**src/tbea_pkg.sv**
```systemverilog
// Shared types, sizes and the quarter-wave sine table of the tone band energy analyser.
// No dependencies; every other file imports this package.
package tbea_pkg;

  localparam int MAX_BANDS    = 16;
  localparam int BAND_W       = $clog2(MAX_BANDS);
  localparam int MAX_SAMPLES  = 4096;
  localparam int CNT_W        = $clog2(MAX_SAMPLES) + 1;
  localparam int SIN_ENTRIES  = 1024;
  localparam int SIN_IDX_W    = $clog2(SIN_ENTRIES);
  localparam int QTR          = SIN_ENTRIES / 4;
  localparam int SAMPLE_W     = 16;
  localparam int LEVEL_W      = 16;
  localparam int SUM_W        = 44;
  localparam int SQ_W         = 42;
  localparam int PH_W         = 32;
  localparam int BC_W         = 5;
  localparam int MUL_W        = 33;
  localparam int OPND_W       = 64;
  localparam int DIV_W        = 50;
  localparam int ROOT_W       = 32;
  localparam int REM_W        = ROOT_W + 3;
  localparam int CM_W         = 31;
  localparam int CFG_IDX_W    = 2;
  localparam int CFG_DATA_W   = 32;
  localparam int BANDS_MIN    = 4;

  localparam logic [BC_W-1:0] NUM_BANDS_RST  = 5'd8;
  localparam logic [PH_W-1:0] BASE_STEP_RST  = 32'd8765239;
  localparam logic [PH_W-1:0] STEP_RATIO_RST = 32'd1019303113;

  typedef enum logic [CFG_IDX_W-1:0] {
    REG_NUM_BANDS  = 2'd0,
    REG_BASE_STEP  = 2'd1,
    REG_STEP_RATIO = 2'd2
  } cfg_reg_t;

  typedef enum logic {
    KIND_AMP  = 1'b0,
    KIND_BAND = 1'b1
  } kind_t;

  typedef enum logic {
    OP_DIV  = 1'b0,
    OP_SQRT = 1'b1
  } unit_op_t;

  typedef struct packed {
    logic     start;
    unit_op_t op;
  } unit_req_t;

  typedef logic signed [SAMPLE_W-1:0] qtab_t [QTR+1];

  // Q2.30 sine of a Q0.30 quarter-turn fraction, Taylor form nested.
  function automatic logic [63:0] quarter_sine(logic [63:0] r);
    logic [63:0] x;
    logic [63:0] x2;
    logic [63:0] t;
    x  = (r * 64'd1686629713) >> 30;
    x2 = (x * x) >> 30;
    t  = 64'd1073741824;
    t  = 64'd1073741824 - ((x2 * t) >> 30) / 110;
    t  = 64'd1073741824 - ((x2 * t) >> 30) / 72;
    t  = 64'd1073741824 - ((x2 * t) >> 30) / 42;
    t  = 64'd1073741824 - ((x2 * t) >> 30) / 20;
    t  = 64'd1073741824 - ((x2 * t) >> 30) / 6;
    return (x * t) >> 30;
  endfunction

  function automatic qtab_t build_qtab();
    qtab_t       tab;
    logic [63:0] v;
    for (int m = 0; m <= QTR; m++) begin
      v = (quarter_sine(64'(m) << (32 - SIN_IDX_W)) * 64'd32767 + 64'd536870912) >> 30;
      if (v > 64'd32767) begin
        v = 64'd32767;
      end
      tab[m] = SAMPLE_W'(v);
    end
    return tab;
  endfunction

  localparam qtab_t QSIN_TAB = build_qtab();

  // Full-turn Q1.15 sine from the quarter table by symmetry.
  function automatic logic signed [SAMPLE_W-1:0] sine_at(logic [SIN_IDX_W-1:0] idx);
    logic [SIN_IDX_W-2:0]        m;
    logic signed [SAMPLE_W-1:0]  v;
    m = idx[SIN_IDX_W-2] ? (SIN_IDX_W-1)'(QTR) - {1'b0, idx[SIN_IDX_W-3:0]}
                         : {1'b0, idx[SIN_IDX_W-3:0]};
    v = QSIN_TAB[m];
    return idx[SIN_IDX_W-1] ? -v : v;
  endfunction

endpackage

```
**src/tbea_iter_unit.sv**
```systemverilog
// Bit-serial unit: restoring divide by the sample count, or integer square root.
// Depends on tbea_pkg.
module tbea_iter_unit import tbea_pkg::*; (
  input  logic              clk,
  input  logic              rst_n,
  input  unit_req_t         req,
  input  logic [OPND_W-1:0] operand,
  input  logic [CNT_W-1:0]  divisor,
  output logic              done,
  output logic [OPND_W-1:0] result
);

  logic              busy_r;
  logic              done_r;
  unit_op_t          op_r;
  logic [5:0]        cnt_r;
  logic [OPND_W-1:0] acc_r;
  logic [REM_W-1:0]  rem_r;
  logic [OPND_W-1:0] quo_r;
  logic [CNT_W-1:0]  dvs_r;

  logic [CNT_W:0]   div_part;
  logic             div_ge;
  logic [CNT_W:0]   div_sub;
  logic [REM_W-1:0] sq_part;
  logic [REM_W-1:0] sq_trial;
  logic             sq_ge;

  assign div_part = {rem_r[CNT_W-1:0], acc_r[OPND_W-1]};
  assign div_ge   = div_part >= {1'b0, dvs_r};
  assign div_sub  = div_part - {1'b0, dvs_r};
  assign sq_part  = {rem_r[REM_W-3:0], acc_r[OPND_W-1 -: 2]};
  assign sq_trial = REM_W'({quo_r[ROOT_W-1:0], 2'b01});
  assign sq_ge    = sq_part >= sq_trial;

  always_ff @(posedge clk) begin
    if (!rst_n) begin
      busy_r <= 1'b0;
      done_r <= 1'b0;
    end else begin
      done_r <= !req.start && busy_r && (cnt_r == 6'd1);
      if (req.start) begin
        busy_r <= 1'b1;
        op_r   <= req.op;
        cnt_r  <= (req.op == OP_DIV) ? 6'(DIV_W) : 6'(ROOT_W);
        acc_r  <= (req.op == OP_DIV) ? {operand[DIV_W-1:0], {(OPND_W-DIV_W){1'b0}}} : operand;
        rem_r  <= '0;
        quo_r  <= '0;
        dvs_r  <= divisor;
      end else if (busy_r) begin
        if (op_r == OP_DIV) begin
          rem_r <= div_ge ? REM_W'(div_sub) : REM_W'(div_part);
          quo_r <= {quo_r[OPND_W-2:0], div_ge};
          acc_r <= acc_r << 1;
        end else begin
          rem_r <= sq_ge ? sq_part - sq_trial : sq_part;
          quo_r <= {quo_r[OPND_W-2:0], sq_ge};
          acc_r <= acc_r << 2;
        end
        cnt_r <= cnt_r - 6'd1;
        if (cnt_r == 6'd1) begin
          busy_r <= 1'b0;
        end
      end
    end
  end

  assign done   = done_r;
  assign result = quo_r;

endmodule

```
**config.mk**
```make
export PLATFORM = sky130hd
export DESIGN_NAME = tbea_iter_unit
export DESIGN_NICKNAME = d
export VERILOG_FILES = /design/src/tbea_pkg.sv /design/src/tbea_iter_unit.sv
export SDC_FILE = /design/constraint.sdc
export NUM_CORES = 1
export LEC_CHECK = 0
export BUFFER_PORTS_ARGS = -buffer_cell sky130_fd_sc_hd__buf_2
export CAP_MARGIN = 10
export CELL_PAD_IN_SITES_DETAIL_PLACEMENT = 1
export CELL_PAD_IN_SITES_GLOBAL_PLACEMENT = 1
export CORE_ASPECT_RATIO = 0.7
export CORE_MARGIN = 3
export CORE_UTILIZATION = 46
export CTS_CLUSTER_DIAMETER = 30
export DETAILED_ROUTE_END_ITERATION = 10
export PLACE_DENSITY_LB_ADDON = 0.1
export SYNTH_ARGS = -nofsm -noshare
export SYNTH_HDL_FRONTEND = slang
export SYNTH_SLANG_ARGS = --single-unit
```
**constraint.sdc**
```tcl
create_clock -name clk -period 7.44 [get_ports clk]
set_input_delay 1.116 -clock clk [delete_from_list [all_inputs] [get_ports clk]]
set_output_delay 1.116 -clock clk [all_outputs]
set_load 0.01 [all_outputs]
```
## Word level (Yosys, flattened, before mapping)

Index checks and enable logic that the tools add are counted.

| word-level totals | value |
|---|---|
| output and inout bits | 65 |
| input port bits | 81 |
| register bits after elaboration | 183 |
| word-level logic and storage cells | 36 |

| operators by class | value |
|---|---|
| magnitude comparators | 2 |
| equality and inequality tests | 1 |
| add/subtract/negate cells | 3 |
| reductions and logical operators | 6 |
| muxes and demuxes | 16 |

Operator list:

| kind | count |
|---|---|
| $mux W64 | 5 |
| $mux W33 | 3 |
| $ge A35 B34 Y1 | 1 |
| $sub A33 B33 Y33 | 1 |
| $ge A14 B13 Y1 | 1 |
| $mux W14 | 1 |
| $sub A14 B13 Y14 | 1 |
| $mux W6 | 2 |
| $eq A6 B1 Y1 const B | 1 |
| $sub A6 B1 Y6 const B | 1 |
| $mux W5 | 1 |
| $mux W1 | 4 |
| $reduce_and A2 Y1 | 2 |
| $logic_and A1 B1 Y1 | 2 |
| $reduce_bool A2 Y1 | 1 |
| $logic_not A1 Y1 | 1 |

## Depth between registers and ports, before layout

Gate-level depths: netlist of run 1.

| depth | value |
|---|---|
| word-level depth | 4 |
| depth in mapped cells | 14 |

## Least setup slack after synthesis of run 1

No wires, ideal clock.

| path | value |
|---|---|
| path kind | in2reg |
| start point | input req[1] (netlist bit) |
| end point | register acc_r[0] (enable) |
| data required time | 6.899 ns |
| arrival | 5.419 ns |
| setup time | 0.541 ns |
| setup slack | 1.479 ns |
| stages | 3 |
| cells stage by stage | clkbuf_1 -> clkbuf_1 -> o21a_1 |

| on the way | value |
|---|---|
| longest elaborated chain between the ends | 2 |

RTL lines:

| element | line | text |
|---|---|---|
| start, declared | tbea_iter_unit.sv:6 | `input unit_req_t req,` |
| $reduce_bool A2 Y1 (no line) | n/a |  |
| $reduce_and A2 Y1 (no line) | n/a |  |
| end signal, assigned | tbea_iter_unit.sv:46 | `acc_r <= (req.op == OP_DIV) ? {operand[DIV_W-1:0], {(OPND_W-DIV_W){1'b0}}} : operand;` |
| end signal, assigned | tbea_iter_unit.sv:54 | `acc_r <= acc_r << 1;` |
| end signal, assigned | tbea_iter_unit.sv:58 | `acc_r <= acc_r << 2;` |
| end, declared | tbea_iter_unit.sv:17 | `logic [OPND_W-1:0] acc_r;` |

Every way passes these cells.
A chain may end at the register's enable or synchronous reset.

## Final worst setup path of run 1

| path | value |
|---|---|
| start point | register rem_r[0] |
| end point | register rem_r[26], data pin |

| on the way | value |
|---|---|
| longest elaborated chain between the ends | 4 |

RTL lines:

| element | line | text |
|---|---|---|
| start, declared | tbea_iter_unit.sv:18 | `logic [REM_W-1:0] rem_r;` |
| start signal, assigned | tbea_iter_unit.sv:52 | `rem_r <= div_ge ? REM_W'(div_sub) : REM_W'(div_part);` |
| start signal, assigned | tbea_iter_unit.sv:56 | `rem_r <= sq_ge ? sq_part - sq_trial : sq_part;` |
| $sub A33 B33 Y33 or $ge A35 B34 Y1 (tied branches) | tbea_iter_unit.sv:56, tbea_iter_unit.sv:34 |  |
| $mux W33 * | tbea_iter_unit.sv:56 |  |
| $mux W33 * | tbea_iter_unit.sv:51 | `if (op_r == OP_DIV) begin` |
| $mux W33 * | tbea_iter_unit.sv:50 | `end else if (busy_r) begin` |

Every way passes the cells marked *; elsewhere a longest branch is shown, timed or not. The select of a mux whose other input is x is not followed.

==> results of run 1 <==
[worst max-delay path: stages, from the launching register on]
cell and delay, ns:
edfxtp_1 0.48, ha_1 0.43, o211ai_1 0.11, o21ai_1 0.35, o2111ai_1 0.20, a21oi_1 0.32
a31o_2 0.25, a21oi_4 0.08, o211ai_4 0.35, buf_4 0.49, nor2_1 0.09, or4_1 0.40
[through the flow]
| step | total power, mW | instance area (um2) | setup slack, ns |
|---|---|---|---|
| 2_1_floorplan | 1.79 | 10800 | 1.48 |
| 3_3_place_gp | 1.97 | 11800 | 3.67 |
| 3_5_place_dp | 1.99 | 11800 | 3.63 |
| 4_1_cts | 2.92 | 12400 | 3.62 |
| 5_1_grt | 3.05 | 12400 | 3.41 |
| 6_report | 2.90 | 12400 | 3.59 |
[sequential cells by signal (all words and copies together) (netlist names)]
| name | count |
|---|---|
| op_r | 1 |
| done | 1 |
| busy_r | 1 |
| result | 64 |
| cnt_r | 6 |
| acc_r | 64 |
| dvs_r | 13 |
| rem_r | 33 |
[routing by layer]
metal | vias to the layer above | GRT usage (%) | share of wire (%)
met2 | 249 | 33.8 | 42
met5 | - | 0 | 0
met1 | 4152 | 36.6 | 51
met3 | 33 | 4.21 | 5.3
li1 | 3990 | - | -
met4 | 0 | 6.12 | 1.2
[final cells by class]
| class | instances | area share [%] |
|---|---|---|
| antenna | 1 | 0.0202 |
| clock buffer | 17 | 3.44 |
| clock inverter | 15 | 1.26 |
| inverter | 60 | 1.82 |
| multi-input combinational | 705 | 39.5 |
| sequential | 183 | 44.2 |
| tap | 312 | 3.15 |
| timing repair buffer | 155 | 6.59 |
[synth_stat cells (3+ instances only)]
library cell / instances / area (um2)
ha_1: 49 / 613
a211o_1: 3 / 26.3
a21o_1: 15 / 113
a31oi_1: 5 / 31.3
inv_1: 60 / 225
nand2b_1: 3 / 18.8
o311a_1: 3 / 30.0
o21ai_0: 36 / 180
nand4_1: 4 / 25.0
clkbuf_1: 37 / 139
o31ai_1: 4 / 30.0
nor2b_1: 53 / 332
nand3_1: 13 / 65.1
a221o_1: 20 / 200
a21oi_1: 66 / 330
a22oi_1: 27 / 203
edfxtp_1: 181 / 5440
o211ai_1: 5 / 37.5
o21a_1: 9 / 67.6
mux2i_1: 49 / 490
xor2_1: 16 / 140
buf_1: 9 / 33.8
nor2_1: 89 / 334
buf_2: 3 / 15.0
o21ai_1: 4 / 20.0
nand2_1: 74 / 278
xnor2_1: 22 / 193
and3_1: 5 / 31.3
o21bai_1: 4 / 30.0
and2_1: 4 / 25.0
a211oi_1: 36 / 270
nor3_1: 10 / 50.1
nor4_1: 3 / 18.8
a22o_1: 21 / 184
o22ai_1: 8 / 50.1
[power groups by stage]
stage | Clock, mW | Combinational, mW | Sequential (mW)
final | 0.928 | 0.685 | 1.29
after global routing | 0.987 | 0.760 | 1.30
after CTS | 0.945 | 0.685 | 1.29
after detailed placement | 0 | 0.678 | 1.31
after global placement | 0 | 0.663 | 1.31
after floorplan | 0 | 0.480 | 1.31
[logic make-up after synthesis]
| family | after synthesis | share of synthesized area, % |
|---|---|---|
| fa+ha+maj | 50 | 5.88 |
| simple gates | 274 | 12.2 |
| flops | 183 | 50.8 |
| mux | 51 | 4.76 |
| buf+inv | 111 | 4.01 |
| compound gates | 292 | 19.3 |
| xor+xnor | 38 | 3.09 |
[worst min-delay path by stage]
stage	slack (ns)	cells after the start	endpoint
after detailed placement	0.46	2	done
final	0.47	2	done
after global routing	0.50	2	done
after global placement	0.46	2	done
after CTS	0.47	2	done
after floorplan	0.43	2	done
==> results.txt, run 1 <==
peak supply drop: 0.000195 V
Register-to-Register Path Depth: 11
FF+latch count, synth: 183
status: complete, no violations
total track usage: 23.5%
EDFF count, synth: 181
pin count of the biggest net entering global routing: 126
Fmax achieved: 260 MHz
DP HPWL: 21400 um
Final #Nets: 1253
fin cells: 1448
critical path peak fanout: 35
dpl cells: 1415
Final setup viols: 0
hold violation count in the final report: 0
post-synthesis cell type count: 73
worst hold path class: reg2reg
Antenna Violating Nets Remaining: 0
Net Switching: 917 uW
Power Internal: 1.99 mW
Mean Syn Cell Area: 10.8 um2
Site Rows: 46
detailed router's first-iteration violation count: 600
initial antenna violation count: 1
Vias: 8424
CTS sink count: 183
WL/cell: 20.6 um
P per Cell Area: 235 nW/um2
Pre-antenna DRT Iters: 5
crit path to: rem_r[26]
Setup Skew: 0.0117 ns
sequential share of the synthesized area: 50.8%
fraction of registers with async set/reset: 0%
data arrival time of the critical path: 4.04 ns
switching share of total power: 31.6%
first-pass GRT wire length: 47000 um
clock power share: 32.0%
Crit. Startpoint: rem_r[0]
Period minus WS final: 3.85 ns
element type at the critical path start: register
Hold WS: 0.471 ns
# fillers: 2520
Sequential Power Share: 44.4%
Chip Width: 189 um
Slew Limit Headroom: 40.1%
mapped cell area: 10800 um2
share of layout cells above drive strength 1: 18.5%
Reg area: 5480 um2
post-DR vias/cell: 5.82
Top Ports: 146
Final Max Slew Viols: 0
launch point of the worst reg-to-reg path: rem_r[0]
LEAKAGE: 5.07 nW
Max clock buf depth: 2
Remaining Overflow, GRT: 0
final core utilization: 54.2%
slack of the worst reg-to-reg path: 3.59 ns
CP required: 7.63 ns
I/O Buffers: 145
Gate Count Post-Synth: 999
CTS Buf Count: 17
later-pin clock latency in the skew report: 0.45 ns
RSZ-0062 raised after global routing: false
vias in the first global route: 8375
Crit Path Class: reg2reg
DRC: 0
leading cell types in the layout, fill and taps excluded: edfxtp_1 (181), buf_2 (144), nor2_1 (87), nand2_1 (74), a21oi_1 (66)
Area Overhead vs Synth: 14.9%
commonest non-fill, non-tap cell in the layout: edfxtp_1
Final period util: 51.8%
Max-Cap Viols: 0
H-tree depth: 4
syn_nets: 1130
Main synth FF type: edfxtp_1
area of the multi-input gates: 4890 um2
drt total wl: 29900 um
min-delay src: busy_r
Worst setup EP type: register
post-CTS setup repair buffer count: 0
Core Area: 22800 um2
Die ar.: 25300 um2
die height: 134 um
Clk pin slew, worst setup/hold paths: 0.07 ns
Final TNS setup: 0 ns
clock root buffer: clkbuf_16
r2r endpoint: rem_r[26]
Comb pwr share: 23.6%
Tightest Pin Transition: 0.899 ns
total of warnings raised by yosys: 0
Initial Util: 47.2%
CTS tree: done
GP Congestion: 0.838
hold buffer count at cts: 0
CTS resizes: 0
No activity file was read; power rests on OpenSTA's default activity.
==> run 2: changes to the inputs <==
==> constraint.sdc (replaced) <==
create_clock -name clk -period 3.7 [get_ports clk]
set_input_delay 0.555 -clock clk [delete_from_list [all_inputs] [get_ports clk]]
set_output_delay 0.555 -clock clk [all_outputs]
set_load 0.01 [all_outputs]
==> results.txt, run 2 (same netlist as run 1, synthesis figures left out) <==
RSZ-0062 raised after global routing: false
DRC: 0 (unchanged)
Period minus WS final: 3.42 ns (-0.437 ns)
Vias: 8530 (+1.3%)
Site Rows: 46 (unchanged)
post-CTS setup repair buffer count: 0 (unchanged)
share of layout cells above drive strength 1: 19.0% (+0.50 points)
Remaining Overflow, GRT: 0 (unchanged)
clock root buffer: clkbuf_16
commonest non-fill, non-tap cell in the layout: edfxtp_1
CP peak stage delay: 0.51 ns (+0.02 ns)
area of the multi-input gates: 4890 um2 (+0.10%)
DP HPWL: 22300 um (+4.2%)
Final TNS setup: 0 ns (unchanged)
min-delay src: divisor[3]
Slowest cell on crit path: edfxtp_1
critical path peak fanout: 16 (-54%)
Final Max Slew Viols: 0 (unchanged)
WHS Endpoint: dvs_r[3]
I/O Buffers: 145 (unchanged)
final core utilization: 54.7% (+0.57 points)
detailed router's first-iteration violation count: 693 (+16%)
Tightest Pin Transition: 0.932 ns (+0.0332 ns)
Comb pwr share: 23.8% (+0.2 points)
# fillers: 2512 (-0.32%)
Max-Cap Viols: 0 (unchanged)
Net Switching: 1.85 mW (+100%)
initial antenna violation count: 1 (unchanged)
dpl cell area: 11900 um2 (+0.81%)
Final period util: 92.3% (+41 points)
pre-CTS setup slack: 0.342 ns (-3.28 ns)
switching share of total power: 30.9% (-0.72 points)
total power: 5.99 mW (+110%)
Top Ports: 146 (unchanged)
Chip Width: 189 um (unchanged)
Register-to-Register Path Depth: 11 (unchanged)
Final #Nets: 1260 (+0.56%)
Fmax achieved: 293 MHz (+13%)
first-pass GRT wire length: 48400 um (+3.1%)
GP Congestion: 0.876 (+4.5%)
WL/cell: 21.1 um (+2.3%)
hold buffer count at cts: 0 (unchanged)
later-pin clock latency in the skew report: 0.45 ns (about the same)
Max clock buf depth: 2 (unchanged)
Core Area: 22800 um2 (unchanged)
worst hold path class: in2reg
Sequential Power Share: 43.2% (-1.2 points)
launch point of the worst reg-to-reg path: rem_r[0]
Clk pin slew, worst setup/hold paths: 0.07 ns (about the same)
r2r endpoint: rem_r[6]
LEAKAGE: 5.13 nW (+1.3%)
Setup Skew: 0.0153 ns (+0.00357 ns)
hold depth: 1 (-1)
Antenna Violating Nets Remaining: 0 (unchanged)
CTS resizes: 0 (unchanged)
Power Internal: 4.14 mW (+110%)
element type at the critical path start: register
leading cell types in the layout, fill and taps excluded: edfxtp_1 (181), buf_2 (144), nor2_1 (87), nand2_1 (74), a21oi_1 (66)
dpl cells: 1422 (+0.49%)
H-tree depth: 4 (unchanged)
data arrival time of the critical path: 3.57 ns (-0.47 ns)
Area Overhead vs Synth: 16.1%
CP cell instances: ha_1 > o211ai_1 > o21ai_1 > o2111ai_1 > a21oi_1 > a31o_2 > a21oi_4 > o211ai_4 > buf_4 > mux2i_1 > a211oi_1
slack of the worst reg-to-reg path: 0.28 ns (-3.30 ns)
clock power share: 33.0% (+1.0 points)
Post-Layout Inst Area: 12500 um2 (+1.1%)
Ant. Diodes: 0 (-1)
Die ar.: 25300 um2 (unchanged)
final worst slack: 0.283 ns (-3.30 ns)
Hold WS: 0.284 ns (-0.187 ns)
P per Cell Area: 479 nW/um2 (+100%)
hold violation count in the final report: 0 (unchanged)
post-DR vias/cell: 5.87 (+0.84%)
die height: 134 um (unchanged)
vias in the first global route: 8395 (+0.24%)
status: complete, no violations
drt total wl: 30700 um (+2.7%)
fin cells: 1454 (+0.41%)
Slew Limit Headroom: 37.7% (-2.4 points)
CP required: 3.86 ns (-3.77 ns)
Worst setup EP type: register
Reg area: 5480 um2 (unchanged)
peak supply drop: 0.000325 V (+66%)
total track usage: 24.3% (+0.77 points)
Crit Path Class: reg2reg
Final setup viols: 0 (unchanged)
pin count of the biggest net entering global routing: 62 (-51%)
CTS Buf Count: 17 (unchanged)
CTS sink count: 183 (unchanged)
Initial Util: 47.2% (unchanged)
Pre-antenna DRT Iters: 7 (+2)
CTS tree: done
-- run 2: cell types whose count changed in the layout (fill, tap and decap cells not counted), sizes merged --
cell / delta
diode: -1
clkbuf: +1
clkinvlp: -1
buf: +7
inv: -2
bufinv: +2
-- run 2: routing by layer --
layer	up-vias	routed length, um	global-route usage, %
li1	4004	-	-
met4	2	314	5.21
met2	326	13100	35.7
met3	27	2150	4.26
met1	4171	15100	37.7
met5	-	17	0
-- run 2: worst max-delay path: cells and delay by family, from the launching register on --
kind,cells,cell delay [ns]
AOI/OAI and AO/OA,8,1.58
DFF,1,0.51
adders and majority gates,1,0.45
buffers and inverters,1,0.33
muxes,1,0.27
-- run 2: how the worst max path moves through the flow --
stage / startpoint / endpoint / slack [ns] / cells after the start
after detailed placement: rem_r[0] / rem_r[26] / 0.34 / 10
after global placement: rem_r[0] / rem_r[26] / 0.54 / 10
final: rem_r[0] / rem_r[6] / 0.28 / 11
after global routing: rem_r[0] / rem_r[26] / 0.13 / 10
after CTS: rem_r[0] / rem_r[26] / 0.34 / 10
after floorplan: req[1] / acc_r[0] / 0.01 / 3
-- run 2: power groups by stage --
stage / Sequential (mW) / Combinational [mW] / Clock (mW)
2_1_floorplan: 2.63 / 0.966 / 0
3_3_place_gp: 2.63 / 1.37 / 0
3_5_place_dp: 2.63 / 1.40 / 0
4_1_cts: 2.59 / 1.42 / 2.01
5_1_grt: 2.61 / 1.57 / 2.09
6_report: 2.59 / 1.43 / 1.98
-- run 2: area by class of cell --
cell class	count	area share [%]
Multi-Input combinational cell	705	39.1
Tap cell	312	3.12
Clock inverter	14	1.52
Timing Repair Buffer	162	7.24
Clock buffer	18	3.43
Inverter	60	1.80
Sequential cell	183	43.8
